`src/sv/fgpd_pkg.sv`:
```
// ----------------------------------------------------------------------------
// fgpd_pkg
// Shared types and constants of the fuzzy gain-scheduled PD controller.
// ----------------------------------------------------------------------------
package fgpd_pkg;

  localparam int unsigned ValW  = 12;
  localparam int unsigned GainW = 20;
  localparam int unsigned SpW   = 8;
  localparam int unsigned DrvW  = 16;
  localparam int unsigned CfgIdxW = 3;

  localparam logic [CfgIdxW-1:0] RegErrSp  = 3'd0;
  localparam logic [CfgIdxW-1:0] RegChgSp  = 3'd1;
  localparam logic [CfgIdxW-1:0] RegPMin   = 3'd2;
  localparam logic [CfgIdxW-1:0] RegPMax   = 3'd3;
  localparam logic [CfgIdxW-1:0] RegDMin   = 3'd4;
  localparam logic [CfgIdxW-1:0] RegDMax   = 3'd5;
  localparam logic [CfgIdxW-1:0] RegPStart = 3'd6;
  localparam logic [CfgIdxW-1:0] RegDStart = 3'd7;

  localparam int RuleN = 7;

  typedef struct packed {
    logic signed [ValW-1:0] error_value;
    logic signed [ValW-1:0] error_change;
  } in_item_t;

  typedef struct packed {
    logic signed [DrvW-1:0]  drive;
    logic        [GainW-1:0] p_gain_now;
    logic        [GainW-1:0] d_gain_now;
  } out_item_t;

  // Rule offsets; indices outside the table give zero.
  function automatic logic signed [2:0] kp_rule(input int i, input int j);
    logic signed [2:0] t [0:6][0:6];
    t = '{'{3,3,2,2,1,0,0}, '{3,3,2,1,1,0,-1}, '{2,2,2,1,0,-1,-1},
          '{2,2,1,0,-1,-2,-2}, '{1,1,0,-1,-1,-2,-2}, '{1,0,-1,-2,-2,-2,-3},
          '{0,0,-2,-2,-2,-3,-3}};
    if (i < 0 || j < 0 || i >= RuleN || j >= RuleN) return 3'sd0;
    return t[i][j];
  endfunction

  function automatic logic signed [2:0] kd_rule(input int i, input int j);
    logic signed [2:0] t [0:6][0:6];
    t = '{'{1,-1,-3,-3,-3,-2,1}, '{1,-1,-3,-2,-2,-1,0}, '{0,-1,-2,-2,-1,-1,0},
          '{0,-1,-1,-1,-1,-1,0}, '{0,0,0,0,0,0,0}, '{3,-1,1,1,1,1,3},
          '{3,2,2,2,1,1,3}};
    if (i < 0 || j < 0 || i >= RuleN || j >= RuleN) return 3'sd0;
    return t[i][j];
  endfunction

endpackage

```
`src/sv/fgpd_if.sv`:
```
// ----------------------------------------------------------------------------
// fgpd_if
// Valid/ready channel carrying one payload item per transfer.
// ----------------------------------------------------------------------------
interface fgpd_if #(parameter type T = logic);
  logic valid;
  logic ready;
  T     data;
  modport source (output valid, output data, input ready);
  modport sink   (input valid, input data, output ready);
endinterface

```
`src/sv/fgpd_front.sv`:
```
// ----------------------------------------------------------------------------
// fgpd_front
// Accepts items and fuzzifies error and change by a shared serial divider,
// then pushes the level indices and weights into a short queue.
// ----------------------------------------------------------------------------
module fgpd_front #(
  parameter int Levels   = 7,
  parameter int FracBits = 16,
  parameter int IdxW     = 4,
  parameter int WW       = 17
) (
  input  logic clk_i,
  input  logic rst_ni,
  fgpd_if.sink in_if,
  input  logic [fgpd_pkg::SpW-1:0] err_sp_i,
  input  logic [fgpd_pkg::SpW-1:0] chg_sp_i,
  output logic            push_o,
  output logic [2*fgpd_pkg::ValW+2*IdxW+2*WW+2-1:0] push_data_o,
  input  logic            full_i
);
  import fgpd_pkg::*;

  localparam int Half = (Levels - 1) / 2;
  localparam int DW   = ValW + 6;            // span up to 3*255 + 2047
  localparam int QW   = DW + FracBits;       // numerator width
  localparam int CntW = $clog2(QW + 1);

  localparam logic [1:0] StIdle = 2'd0;
  localparam logic [1:0] StDiv  = 2'd1;
  localparam logic [1:0] StPush = 2'd2;

  logic [1:0] st_q, st_d;
  logic       which_q;                // 0: error, 1: change
  in_item_t   item_q;
  logic [QW-1:0] num_q;
  logic [DW+SpW:0] rem_q;
  logic [CntW-1:0] cnt_q;
  logic [IdxW-1:0] ie_q, ic_q;
  logic [WW-1:0]   we_q, wc_q;         // weight of the lower level
  logic            te_q, tc_q;         // two levels in use
  logic [QW-1:0]   quo_q;

  logic [SpW-1:0] sp;
  logic signed [ValW-1:0] x;
  logic signed [DW-1:0] lo, hi, dx;
  logic [DW+SpW:0] rem_sh;
  logic [QW-1:0]   quo_n;
  logic [DW+SpW:0] rem_n;
  logic [DW-1:0]   iq;
  logic [WW-1:0]   up;

  assign sp = which_q ? (chg_sp_i == '0 ? SpW'(1) : chg_sp_i)
                      : (err_sp_i == '0 ? SpW'(1) : err_sp_i);
  assign x  = which_q ? item_q.error_change : item_q.error_value;
  assign lo = -$signed(DW'(Half)) * $signed(DW'(sp));
  assign hi = $signed(DW'(Levels - 1 - Half)) * $signed(DW'(sp));
  assign dx = DW'(x) - lo;

  // Restoring division of (d << F) by spacing; the integer part i = d / sp
  // comes from the same pass as the top DW quotient bits.
  assign rem_sh = {rem_q[DW+SpW-1:0], num_q[QW-1]};
  always_comb begin
    if (rem_sh >= (DW+SpW+1)'(sp)) begin
      rem_n = rem_sh - (DW+SpW+1)'(sp);
      quo_n = {quo_q[QW-2:0], 1'b1};
    end else begin
      rem_n = rem_sh;
      quo_n = {quo_q[QW-2:0], 1'b0};
    end
  end
  // After the full pass quo holds floor(d * 2^F / sp): integer part on top,
  // fractional weight below; this equals floor(r * 2^F / sp) exactly.
  assign iq = quo_q[QW-1:FracBits];
  assign up = WW'(quo_q[FracBits-1:0]);

  assign in_if.ready = (st_q == StIdle);

  always_comb begin
    st_d = st_q;
    case (st_q)
      StIdle: if (in_if.valid) st_d = StDiv;
      StDiv:  if (cnt_q == '0 && which_q) st_d = StPush;
      StPush: if (!full_i) st_d = StIdle;
      default: st_d = StIdle;
    endcase
  end

  always_ff @(posedge clk_i or negedge rst_ni) begin
    if (!rst_ni) begin
      st_q    <= StIdle;
      which_q <= 1'b0;
      cnt_q   <= '0;
    end else begin
      st_q <= st_d;
      if (st_q == StIdle && in_if.valid) begin
        which_q <= 1'b0;
        cnt_q   <= CntW'(QW + 1);
      end else if (st_q == StDiv) begin
        if (cnt_q == '0) begin
          which_q <= 1'b1;
          cnt_q   <= CntW'(QW + 1);
        end else begin
          cnt_q <= cnt_q - 1'b1;
        end
      end
    end
  end

  // Payload path: the first count step loads the numerator, the last one classifies.
  always_ff @(posedge clk_i) begin
    if (st_q == StIdle && in_if.valid) item_q <= in_if.data;
    if (st_q == StDiv) begin
      if (cnt_q == CntW'(QW + 1)) begin
        num_q <= {dx, {FracBits{1'b0}}};
        rem_q <= '0;
        quo_q <= '0;
      end else if (cnt_q != '0) begin
        num_q <= {num_q[QW-2:0], 1'b0};
        rem_q <= rem_n;
        quo_q <= quo_n;
      end else begin
        if ($signed(DW'(x)) <= lo) begin
          if (!which_q) begin ie_q <= '0; we_q <= WW'(1) << FracBits; te_q <= 1'b0; end
          else          begin ic_q <= '0; wc_q <= WW'(1) << FracBits; tc_q <= 1'b0; end
        end else if ($signed(DW'(x)) >= hi) begin
          if (!which_q) begin
            ie_q <= IdxW'(Levels - 1); we_q <= WW'(1) << FracBits; te_q <= 1'b0;
          end else begin
            ic_q <= IdxW'(Levels - 1); wc_q <= WW'(1) << FracBits; tc_q <= 1'b0;
          end
        end else begin
          if (!which_q) begin
            ie_q <= IdxW'(iq); we_q <= (WW'(1) << FracBits) - up; te_q <= 1'b1;
          end else begin
            ic_q <= IdxW'(iq); wc_q <= (WW'(1) << FracBits) - up; tc_q <= 1'b1;
          end
        end
      end
    end
  end

  assign push_o = (st_q == StPush) && !full_i;
  assign push_data_o = {item_q.error_value, item_q.error_change, ie_q, ic_q,
                        we_q, wc_q, te_q, tc_q};

endmodule

```
`src/sv/fgpd_queue.sv`:
```
// ----------------------------------------------------------------------------
// fgpd_queue
// Two-entry queue between the fuzzifier and the rule engine.
// ----------------------------------------------------------------------------
module fgpd_queue #(
  parameter int W = 8
) (
  input  logic         clk_i,
  input  logic         rst_ni,
  input  logic         push_i,
  input  logic [W-1:0] push_data_i,
  output logic         full_o,
  input  logic         pop_i,
  output logic         empty_o,
  output logic [W-1:0] pop_data_o
);
  logic [W-1:0] mem_q [0:1];
  logic [0:0] wp_q, rp_q;
  logic [1:0] cnt_q;

  assign full_o     = cnt_q == 2'd2;
  assign empty_o    = cnt_q == 2'd0;
  assign pop_data_o = mem_q[rp_q];

  always_ff @(posedge clk_i or negedge rst_ni) begin
    if (!rst_ni) begin
      wp_q <= '0; rp_q <= '0; cnt_q <= '0;
    end else begin
      if (push_i) wp_q <= wp_q + 1'b1;
      if (pop_i)  rp_q <= rp_q + 1'b1;
      cnt_q <= cnt_q + 2'(push_i) - 2'(pop_i);
    end
  end

  always_ff @(posedge clk_i) begin
    if (push_i) mem_q[wp_q] <= push_data_i;
  end
endmodule

```
`src/sv/fgpd_back.sv`:
```
// ----------------------------------------------------------------------------
// fgpd_back
// Accumulates rule products, updates and clamps the gains, forms the drive.
// ----------------------------------------------------------------------------
module fgpd_back #(
  parameter int FracBits = 16,
  parameter int IdxW     = 4,
  parameter int WW       = 17
) (
  input  logic clk_i,
  input  logic rst_ni,
  input  logic empty_i,
  input  logic [2*fgpd_pkg::ValW+2*IdxW+2*WW+2-1:0] pop_data_i,
  output logic pop_o,
  input  logic [fgpd_pkg::GainW-1:0] p_min_i, p_max_i, d_min_i, d_max_i,
  input  logic [fgpd_pkg::GainW-1:0] p_start_i, d_start_i,
  input  logic start_ld_i,
  fgpd_if.source out_if
);
  import fgpd_pkg::*;

  localparam int Step = ((1 << FracBits) * 4 + 50) / 100;
  localparam int AW   = WW + 5;          // sum of 4 products times |3|
  localparam int SW   = AW + 16;
  localparam int TW   = ValW + GainW + 2;

  localparam logic [3:0] StIdle = 4'd0;
  localparam logic [3:0] StProd = 4'd1;
  localparam logic [3:0] StAcc  = 4'd2;
  localparam logic [3:0] StScl  = 4'd3;
  localparam logic [3:0] StUpd  = 4'd4;
  localparam logic [3:0] StMulE = 4'd5;
  localparam logic [3:0] StMulC = 4'd6;
  localparam logic [3:0] StDrv  = 4'd7;
  localparam logic [3:0] StOut  = 4'd8;

  logic signed [ValW-1:0] e, c;
  logic [IdxW-1:0] ie, ic;
  logic [WW-1:0] we, wc;
  logic te, tc;
  assign {e, c, ie, ic, we, wc, te, tc} = pop_data_i;

  logic [3:0] st_q;
  logic [1:0] k_q;
  logic [WW-1:0] prod_q;
  logic signed [AW-1:0] accp_q, accd_q;
  logic signed [SW-1:0] sp_q, sd_q;
  logic [GainW-1:0] kp_q, kd_q;
  logic signed [TW-1:0] t_q, te_q;
  out_item_t res_q;
  logic out_v_q;

  logic ki, kj;
  logic kval;
  logic [2*WW-1:0] mul;
  logic signed [3:0] rp, rd;
  logic signed [SW-FracBits-1:0] incp, incd;
  logic signed [GainW+2:0] gp, gd;
  logic signed [TW-1:0] drv;

  assign ki   = k_q[1];
  assign kj   = k_q[0];
  assign kval = (!ki || te) && (!kj || tc);
  assign mul  = (ki ? ((WW'(1) << FracBits) - we) : we)
              * (kj ? ((WW'(1) << FracBits) - wc) : wc);
  assign rp = 4'(kp_rule(int'(ie) + int'(ki), int'(ic) + int'(kj)));
  assign rd = 4'(kd_rule(int'(ie) + int'(ki), int'(ic) + int'(kj)));
  // Dropping the fraction bits of a signed value floors it.
  assign incp = sp_q[SW-1:FracBits];
  assign incd = sd_q[SW-1:FracBits];

  function automatic logic [GainW-1:0] clampg(input logic signed [GainW+2:0] g,
                                              input logic [GainW-1:0] mn,
                                              input logic [GainW-1:0] mx);
    logic signed [GainW+2:0] v;
    v = g;
    if (v < $signed({3'b0, mn})) v = $signed({3'b0, mn});
    if (v > $signed({3'b0, mx})) v = $signed({3'b0, mx});
    return v[GainW-1:0];
  endfunction

  assign gp = $signed({3'b0, kp_q}) + (GainW+3)'(incp);
  assign gd = $signed({3'b0, kd_q}) + (GainW+3)'(incd);
  assign drv = t_q < 0 ? -((-t_q) >>> FracBits) : (t_q >>> FracBits);

  assign pop_o        = (st_q == StOut) && !out_v_q;
  assign out_if.valid = out_v_q;
  assign out_if.data  = res_q;

  always_ff @(posedge clk_i or negedge rst_ni) begin
    if (!rst_ni) begin
      st_q <= StIdle; k_q <= '0; out_v_q <= 1'b0;
      kp_q <= 20'd78643; kd_q <= 20'd65536;
    end else begin
      if (out_v_q && out_if.ready) out_v_q <= 1'b0;
      if (start_ld_i) begin kp_q <= p_start_i; kd_q <= d_start_i; end
      case (st_q)
        StIdle: if (!empty_i) begin st_q <= StProd; k_q <= '0; end
        StProd: st_q <= StAcc;
        StAcc: begin
          k_q  <= k_q + 1'b1;
          st_q <= (k_q == 2'd3) ? StScl : StProd;
        end
        StScl: st_q <= StUpd;
        StUpd: begin
          kp_q <= clampg(gp, p_min_i, p_max_i);
          kd_q <= clampg(gd, d_min_i, d_max_i);
          st_q <= StMulE;
        end
        StMulE: st_q <= StMulC;
        StMulC: st_q <= StDrv;
        StDrv:  st_q <= StOut;
        StOut: if (!out_v_q) begin out_v_q <= 1'b1; st_q <= StIdle; end
        default: st_q <= StIdle;
      endcase
    end
  end

  always_ff @(posedge clk_i) begin
    case (st_q)
      StIdle: begin accp_q <= '0; accd_q <= '0; end
      StProd: prod_q <= kval ? WW'(mul >> FracBits) : '0;
      StAcc: begin
        accp_q <= accp_q + AW'(rp) * $signed({1'b0, prod_q});
        accd_q <= accd_q + AW'(rd) * $signed({1'b0, prod_q});
      end
      StScl: begin
        sp_q <= SW'(accp_q) * $signed(SW'(Step));
        sd_q <= SW'(accd_q) * $signed(SW'(Step));
      end
      StMulE: te_q <= TW'(e) * $signed({1'b0, kp_q});
      StMulC: t_q  <= te_q + TW'(c) * $signed({1'b0, kd_q});
      // The result register is only loaded once the previous result has left.
      StOut: if (!out_v_q) begin
        res_q.drive <= (drv > 24576) ? 16'sd24576 :
                       (drv < -24576) ? -16'sd24576 : DrvW'(drv);
        res_q.p_gain_now <= kp_q;
        res_q.d_gain_now <= kd_q;
      end
      default: ;
    endcase
  end
endmodule

```
`src/sv/fuzzy_gain_scheduled_pd.sv`:
```
// ----------------------------------------------------------------------------
// fuzzy_gain_scheduled_pd
// Fuzzy self-tuning PD controller with 7x7 rule tables for kp and kd.
// ----------------------------------------------------------------------------
// The front fuzzifies error then change with one bit-serial divider; the back
// forms four rule products, updates the gains and does two drive multiplies.
// The front takes a new item only after it has pushed the last one into the
// queue; the queue lets the back overlap the next item.
// Reset clears all control state and loads registers and gains with defaults.
// ----------------------------------------------------------------------------
module fuzzy_gain_scheduled_pd #(
  parameter int Levels   = 7,
  parameter int FracBits = 16
) (
  input  logic clk_i,
  input  logic rst_ni,
  fgpd_if.sink   in_if,
  fgpd_if.source out_if,
  input  logic                          cfg_we_i,
  input  logic [fgpd_pkg::CfgIdxW-1:0]  cfg_idx_i,
  input  logic [fgpd_pkg::GainW-1:0]    cfg_data_i
);
  import fgpd_pkg::*;

  localparam int IdxW = $clog2(Levels + 1);
  localparam int WW   = FracBits + 1;
  localparam int QDW  = 2*ValW + 2*IdxW + 2*WW + 2;

  // Configuration registers.
  logic [SpW-1:0]   err_sp_q, chg_sp_q;
  logic [GainW-1:0] p_min_q, p_max_q, d_min_q, d_max_q, p_st_q, d_st_q;

  always_ff @(posedge clk_i or negedge rst_ni) begin
    if (!rst_ni) begin
      err_sp_q <= 8'd30;  chg_sp_q <= 8'd4;
      p_min_q  <= 20'd65536; p_max_q <= 20'd131072;
      d_min_q  <= 20'd65536; d_max_q <= 20'd655360;
      p_st_q   <= 20'd78643; d_st_q  <= 20'd65536;
    end else if (cfg_we_i) begin
      case (cfg_idx_i)
        RegErrSp:  err_sp_q <= cfg_data_i[SpW-1:0];
        RegChgSp:  chg_sp_q <= cfg_data_i[SpW-1:0];
        RegPMin:   p_min_q  <= cfg_data_i;
        RegPMax:   p_max_q  <= cfg_data_i;
        RegDMin:   d_min_q  <= cfg_data_i;
        RegDMax:   d_max_q  <= cfg_data_i;
        RegPStart: p_st_q   <= cfg_data_i;
        RegDStart: d_st_q   <= cfg_data_i;
        default: ;
      endcase
    end
  end

  logic push, full, pop, empty;
  logic [QDW-1:0] push_data, pop_data;

  fgpd_front #(.Levels(Levels), .FracBits(FracBits), .IdxW(IdxW), .WW(WW)) u_front (
    .clk_i, .rst_ni, .in_if,
    .err_sp_i(err_sp_q), .chg_sp_i(chg_sp_q),
    .push_o(push), .push_data_o(push_data), .full_i(full)
  );

  fgpd_queue #(.W(QDW)) u_queue (
    .clk_i, .rst_ni, .push_i(push), .push_data_i(push_data), .full_o(full),
    .pop_i(pop), .empty_o(empty), .pop_data_o(pop_data)
  );

  // The start-gain load is tied off, so the start gains are never loaded; they are kept as registers.
  fgpd_back #(.FracBits(FracBits), .IdxW(IdxW), .WW(WW)) u_back (
    .clk_i, .rst_ni, .empty_i(empty), .pop_data_i(pop_data), .pop_o(pop),
    .p_min_i(p_min_q), .p_max_i(p_max_q), .d_min_i(d_min_q), .d_max_i(d_max_q),
    .p_start_i(p_st_q), .d_start_i(d_st_q), .start_ld_i(1'b0), .out_if
  );
endmodule

```
`src/flat_wrapper.sv`:
```
// flat-port wrapper written by rule: the top's interface ports become plain ports
module fuzzy_gain_scheduled_pd_flat import fgpd_pkg::*;
#(
  parameter int Levels   = 7,
  parameter int FracBits = 16
)
  (clk_i, rst_ni, cfg_we_i, cfg_idx_i, cfg_data_i, in_if_valid, in_if_data, in_if_ready, out_if_valid, out_if_data, out_if_ready);
  fgpd_if #(.T(in_item_t)) in_if_i ();
  fgpd_if #(.T(out_item_t)) out_if_i ();
  input  logic clk_i;
  input  logic rst_ni;
  input  logic cfg_we_i;
  input  logic [fgpd_pkg::CfgIdxW-1:0] cfg_idx_i;
  input  logic [fgpd_pkg::GainW-1:0] cfg_data_i;
  input wire logic [$bits(in_if_i.valid)-1:0] in_if_valid;
  input wire logic [$bits(in_if_i.data)-1:0] in_if_data;
  output wire logic [$bits(in_if_i.ready)-1:0] in_if_ready;
  output wire logic [$bits(out_if_i.valid)-1:0] out_if_valid;
  output wire logic [$bits(out_if_i.data)-1:0] out_if_data;
  input wire logic [$bits(out_if_i.ready)-1:0] out_if_ready;
  assign in_if_i.valid = in_if_valid;
  assign in_if_i.data = in_if_data;
  assign in_if_ready = in_if_i.ready;
  assign out_if_valid = out_if_i.valid;
  assign out_if_data = out_if_i.data;
  assign out_if_i.ready = out_if_ready;
  fuzzy_gain_scheduled_pd #(.Levels(Levels), .FracBits(FracBits)) u_core (.clk_i(clk_i), .rst_ni(rst_ni), .in_if(in_if_i), .out_if(out_if_i), .cfg_we_i(cfg_we_i), .cfg_idx_i(cfg_idx_i), .cfg_data_i(cfg_data_i));
endmodule
```
`config.mk`:
```
export PLATFORM = sky130hd
export DESIGN_NAME = fuzzy_gain_scheduled_pd_flat
export DESIGN_NICKNAME = d
export VERILOG_FILES = /design/src/sv/fgpd_pkg.sv /design/src/sv/fgpd_if.sv /design/src/sv/fgpd_front.sv /design/src/sv/fgpd_queue.sv /design/src/sv/fgpd_back.sv /design/src/sv/fuzzy_gain_scheduled_pd.sv /design/src/flat_wrapper.sv
export SDC_FILE = /design/constraint.sdc
export NUM_CORES = 2
export LEC_CHECK = 0
export BUFFER_PORTS_ARGS = -buffer_cell sky130_fd_sc_hd__buf_2
export CAP_MARGIN = 20
export CORE_MARGIN = 4
export CORE_UTILIZATION = 48
export DETAILED_ROUTE_END_ITERATION = 6
export PLACE_DENSITY = 0.73
export SYNTH_ARGS = -nofsm -noshare
export SYNTH_HDL_FRONTEND = slang
export SYNTH_SLANG_ARGS = --single-unit
```
`constraint.sdc`:
```
create_clock -name clk_i -period 10.4 [get_ports clk_i]
set_input_delay 0.52 -clock clk_i [delete_from_list [all_inputs] [get_ports clk_i]]
set_output_delay 0.52 -clock clk_i [all_outputs]
set_load 0.05 [all_outputs]
```
==> out/results.ini <==
[sta]
setup-violations-final=0
period_share=0.938
min_period_ps=9760
drv_slew=0
rsz0062_at_grt=false
fmax_ghz=0.103
worstMarginPinSlew_ps=1140
hold_viol=0
skew_ps=38.6
tns_ps=0
max_slew_margin=0.238

[synth]
yosysTopAreaCellShare=0.270
syn-num-nets=9318
synth-main-ff-cell=edfxtp_1
synth-seq-area-share=0.245
ys.warnings.count=0
synth_cell_type_count=107
netlist_instances=7416
synthTopCellsByArea=fa_1 27%, edfxtp_1 19%, ha_1 14%
synthArstFlopShare=0.244
synth.most_common_cell=inv_1
ys_ff_latch=639
synth_edf_count=483
yosys.area.top_type=fa_1
yosys-top-cells-count=1458 x inv_1, 1014 x fa_1, 836 x ha_1
syn_area_per_cell_um2=10.1
synth_area_mm2=0.0753

[cts]
cts_max_level=3
cts_buffer_depth=3
cts_resized=0
insertion_delay_ps=710
root_buffer=clkbuf_16
path_clk_slew_ps=60
clock-sinks=639
cts_tree=yes
cts_setup_buffers=0
cts_buffers=80

[routing]
drt-wirelength-per-cell_um=19.3
drtIter0Drc=3430
first_pass_iters=6
drcViolationCount=0
wirelength_mm=187
vias_per_cell=5.41
via_count=52300
ant_nets=0

[setup_path]
worstSetupPathType=flop to flop
timing.rr.end=u_core.u_back.prod_q[15]
timing.rr.start=u_core.u_queue.rp_q
crit_fanout=17
crit_arrival_ps=10190
cp-start-kind=flop
cp_slowest_cell=dfrtp_4
reg2reg_setup_slack_ps=640
r2r_cells=35
cpPeakStageDelay_ps=570
worst-endpoint-required_ps=10830
end_kind=flop

[place]
io_buffers=109
gp_congestion=0.918
dpl_cell_area_mm2=0.0786
dpl.hpwl_mm=151

[final_layout]
fin_area_mm2=0.0817
layout-drive-gt1-share=0.0847
fillCellCount=13700
area_delta_synth_final_pct=8.56
nets=9439

[global_routing]
grt_pass1_wl_mm=299
antenna_found_initial=11
gr-total-overflow=0
grt_pass1_vias=54700
grt_use_total=0.232
grt_max_degree=102

[floorplanning]
fp.dieH_um=404
fp-row-count=145
num_io_pins=110
coreArea_mm2=0.156
start_util=0.482
dieArea_mm2=0.163
die_w_um=404

[min_path]
worst_hold_path.endpoint=u_core.d_min_q[16]
hp-class=input pin to flop
whs_path_depth=3
hp-start=cfg_data_i[16]

[flow_run]
maxCapViolCount=0

[outcome]
outcome=finished, final reports clean

## logic make-up (layout without fill, tap and decap cells)
family                   after synthesis  count (layout)  share of synthesized area
other                                  0               4                          0
buffers and inverters               1678            1867                     0.0847
AO/OA/AOI/OAI                        797             797                     0.0682
adder cells (fa/ha/maj)             1850            1850                      0.409
flip-flops                           639             639                      0.245
AND/OR/NAND/NOR                     1843            1843                      0.115
XOR/XNOR                             367             367                     0.0433
multiplexers                         242             242                     0.0353
## layer usage
layer / global-route usage / vias up / share of wire
met2: 0.389 / 1509 / 0.48
li1: - / 24100 / -
met5: 0 / - / 0
met1: 0.305 / 26400 / 0.42
met3: 0.0403 / 317 / 0.067
met4: 0.0780 / 0 / 0.035
## layout make-up
cell class | instances | area, um^2 | area share
Sequential cell | 639 | 18400 | 0.226
Timing Repair Buffer | 256 | 1750 | 0.0215
Tap cell | 2058 | 2570 | 0.0315
Multi-Input combinational cell | 5099 | 50600 | 0.620
Clock inverter | 50 | 651 | 0.00796
Inverter | 1461 | 5480 | 0.0671
Clock buffer | 100 | 2170 | 0.0266
Antenna cell | 4 | 10.0 | 0.000123
## cells in the final DEF, fill, tap and decap left out, types with 25 or more instances in the layout
master	instances
nand3_1	55
nor2b_1	148
buf_4	119
o21ai_0	201
or2_2	61
buf_2	108
mux2_2	131
and3_1	41
o21a_1	32
fa_1	1014
nor3_1	68
a211oi_1	30
edfxtp_1	483
dfrtp_1	135
xor2_1	116
dlygate4sd3_1	25
o21ai_1	29
or3_1	29
nand2_1	770
and2_1	84
clkbuf_16	82
nand2b_1	61
mux2i_1	96
ha_1	836
xnor2_1	246
a21oi_1	199
inv_1	1457
nor2_1	388
a21o_1	85
a22o_1	35
## per-stage QoR
step | setup slack (ps) | util | hold WS (ps) | instances
after floorplan | 1070 | - | 224 | 7416
after global placement | 695 | 0.503 | 425 | 9484
after detailed placement | 667 | 0.504 | 443 | 9485
after CTS | 638 | 0.523 | 15.3 | 9660
after global routing | 85.0 | 0.524 | 69.8 | 9665
final | 645 | 0.524 | 70.5 | 9667
## state kept, by name, summed over array words and instances (netlist names), 17 cells and up
signal / count
u_core.p_max_q: 20
u_core.d_max_q: 20
u_core.u_back.accp_q: 22
u_core.u_back.sd_q: 19
u_core.u_back.t_q: 34
u_core.u_front.quo_q: 19
u_core.u_front.num_q: 18
u_core.u_back.te_q: 33
u_core.u_front.rem_q: 26
u_core.u_queue.mem_q: 132
u_core.u_back.kd_q: 20
u_core.u_back.prod_q: 17
u_core.u_front.push_data_o: 24
u_core.d_min_q: 20
u_core.u_back.out_if.data: 56
u_core.u_back.sp_q: 19
u_core.p_min_q: 20
u_core.u_front.we_q: 17
u_core.u_back.accd_q: 22
u_core.u_back.kp_q: 20
u_core.u_front.wc_q: 17
## worst max-delay path: cells and delay by family, from the launching register on
| kind | cells | cell delay (ps) |
|---|---|---|
| simple gates | 6 | 1180 |
| mux | 1 | 390 |
| compound gates | 9 | 2290 |
| xor+xnor | 2 | 470 |
| fa+ha+maj | 10 | 4220 |
| buf+inv | 7 | 390 |
| flops | 1 | 570 |
## repair_timing
action / 4_1_cts / 5_1_grt
endpoints found under the hold margin: 111 / 0
hold buffers: 25 / 0
setup endpoints to repair: 0 / 0
## worst max path at each step
stage	from	endpoint	depth (start not counted)
finish	u_core.u_queue.rp_q	u_core.u_back.prod_q[15]	35
global route	u_core.u_queue.rp_q	u_core.u_back.prod_q[16]	34
CTS	u_core.u_queue.rp_q	u_core.u_back.prod_q[16]	35
detailed placement	u_core.u_queue.rp_q	u_core.u_back.prod_q[16]	34
global placement	u_core.u_queue.rp_q	u_core.u_back.prod_q[16]	35
floorplan	u_core.u_queue.rp_q	u_core.u_back.prod_q[16]	37
Power is left out: the tool's default activity adds up to more than one toggle a clock period on the data nets, which glitch-free logic cannot reach.
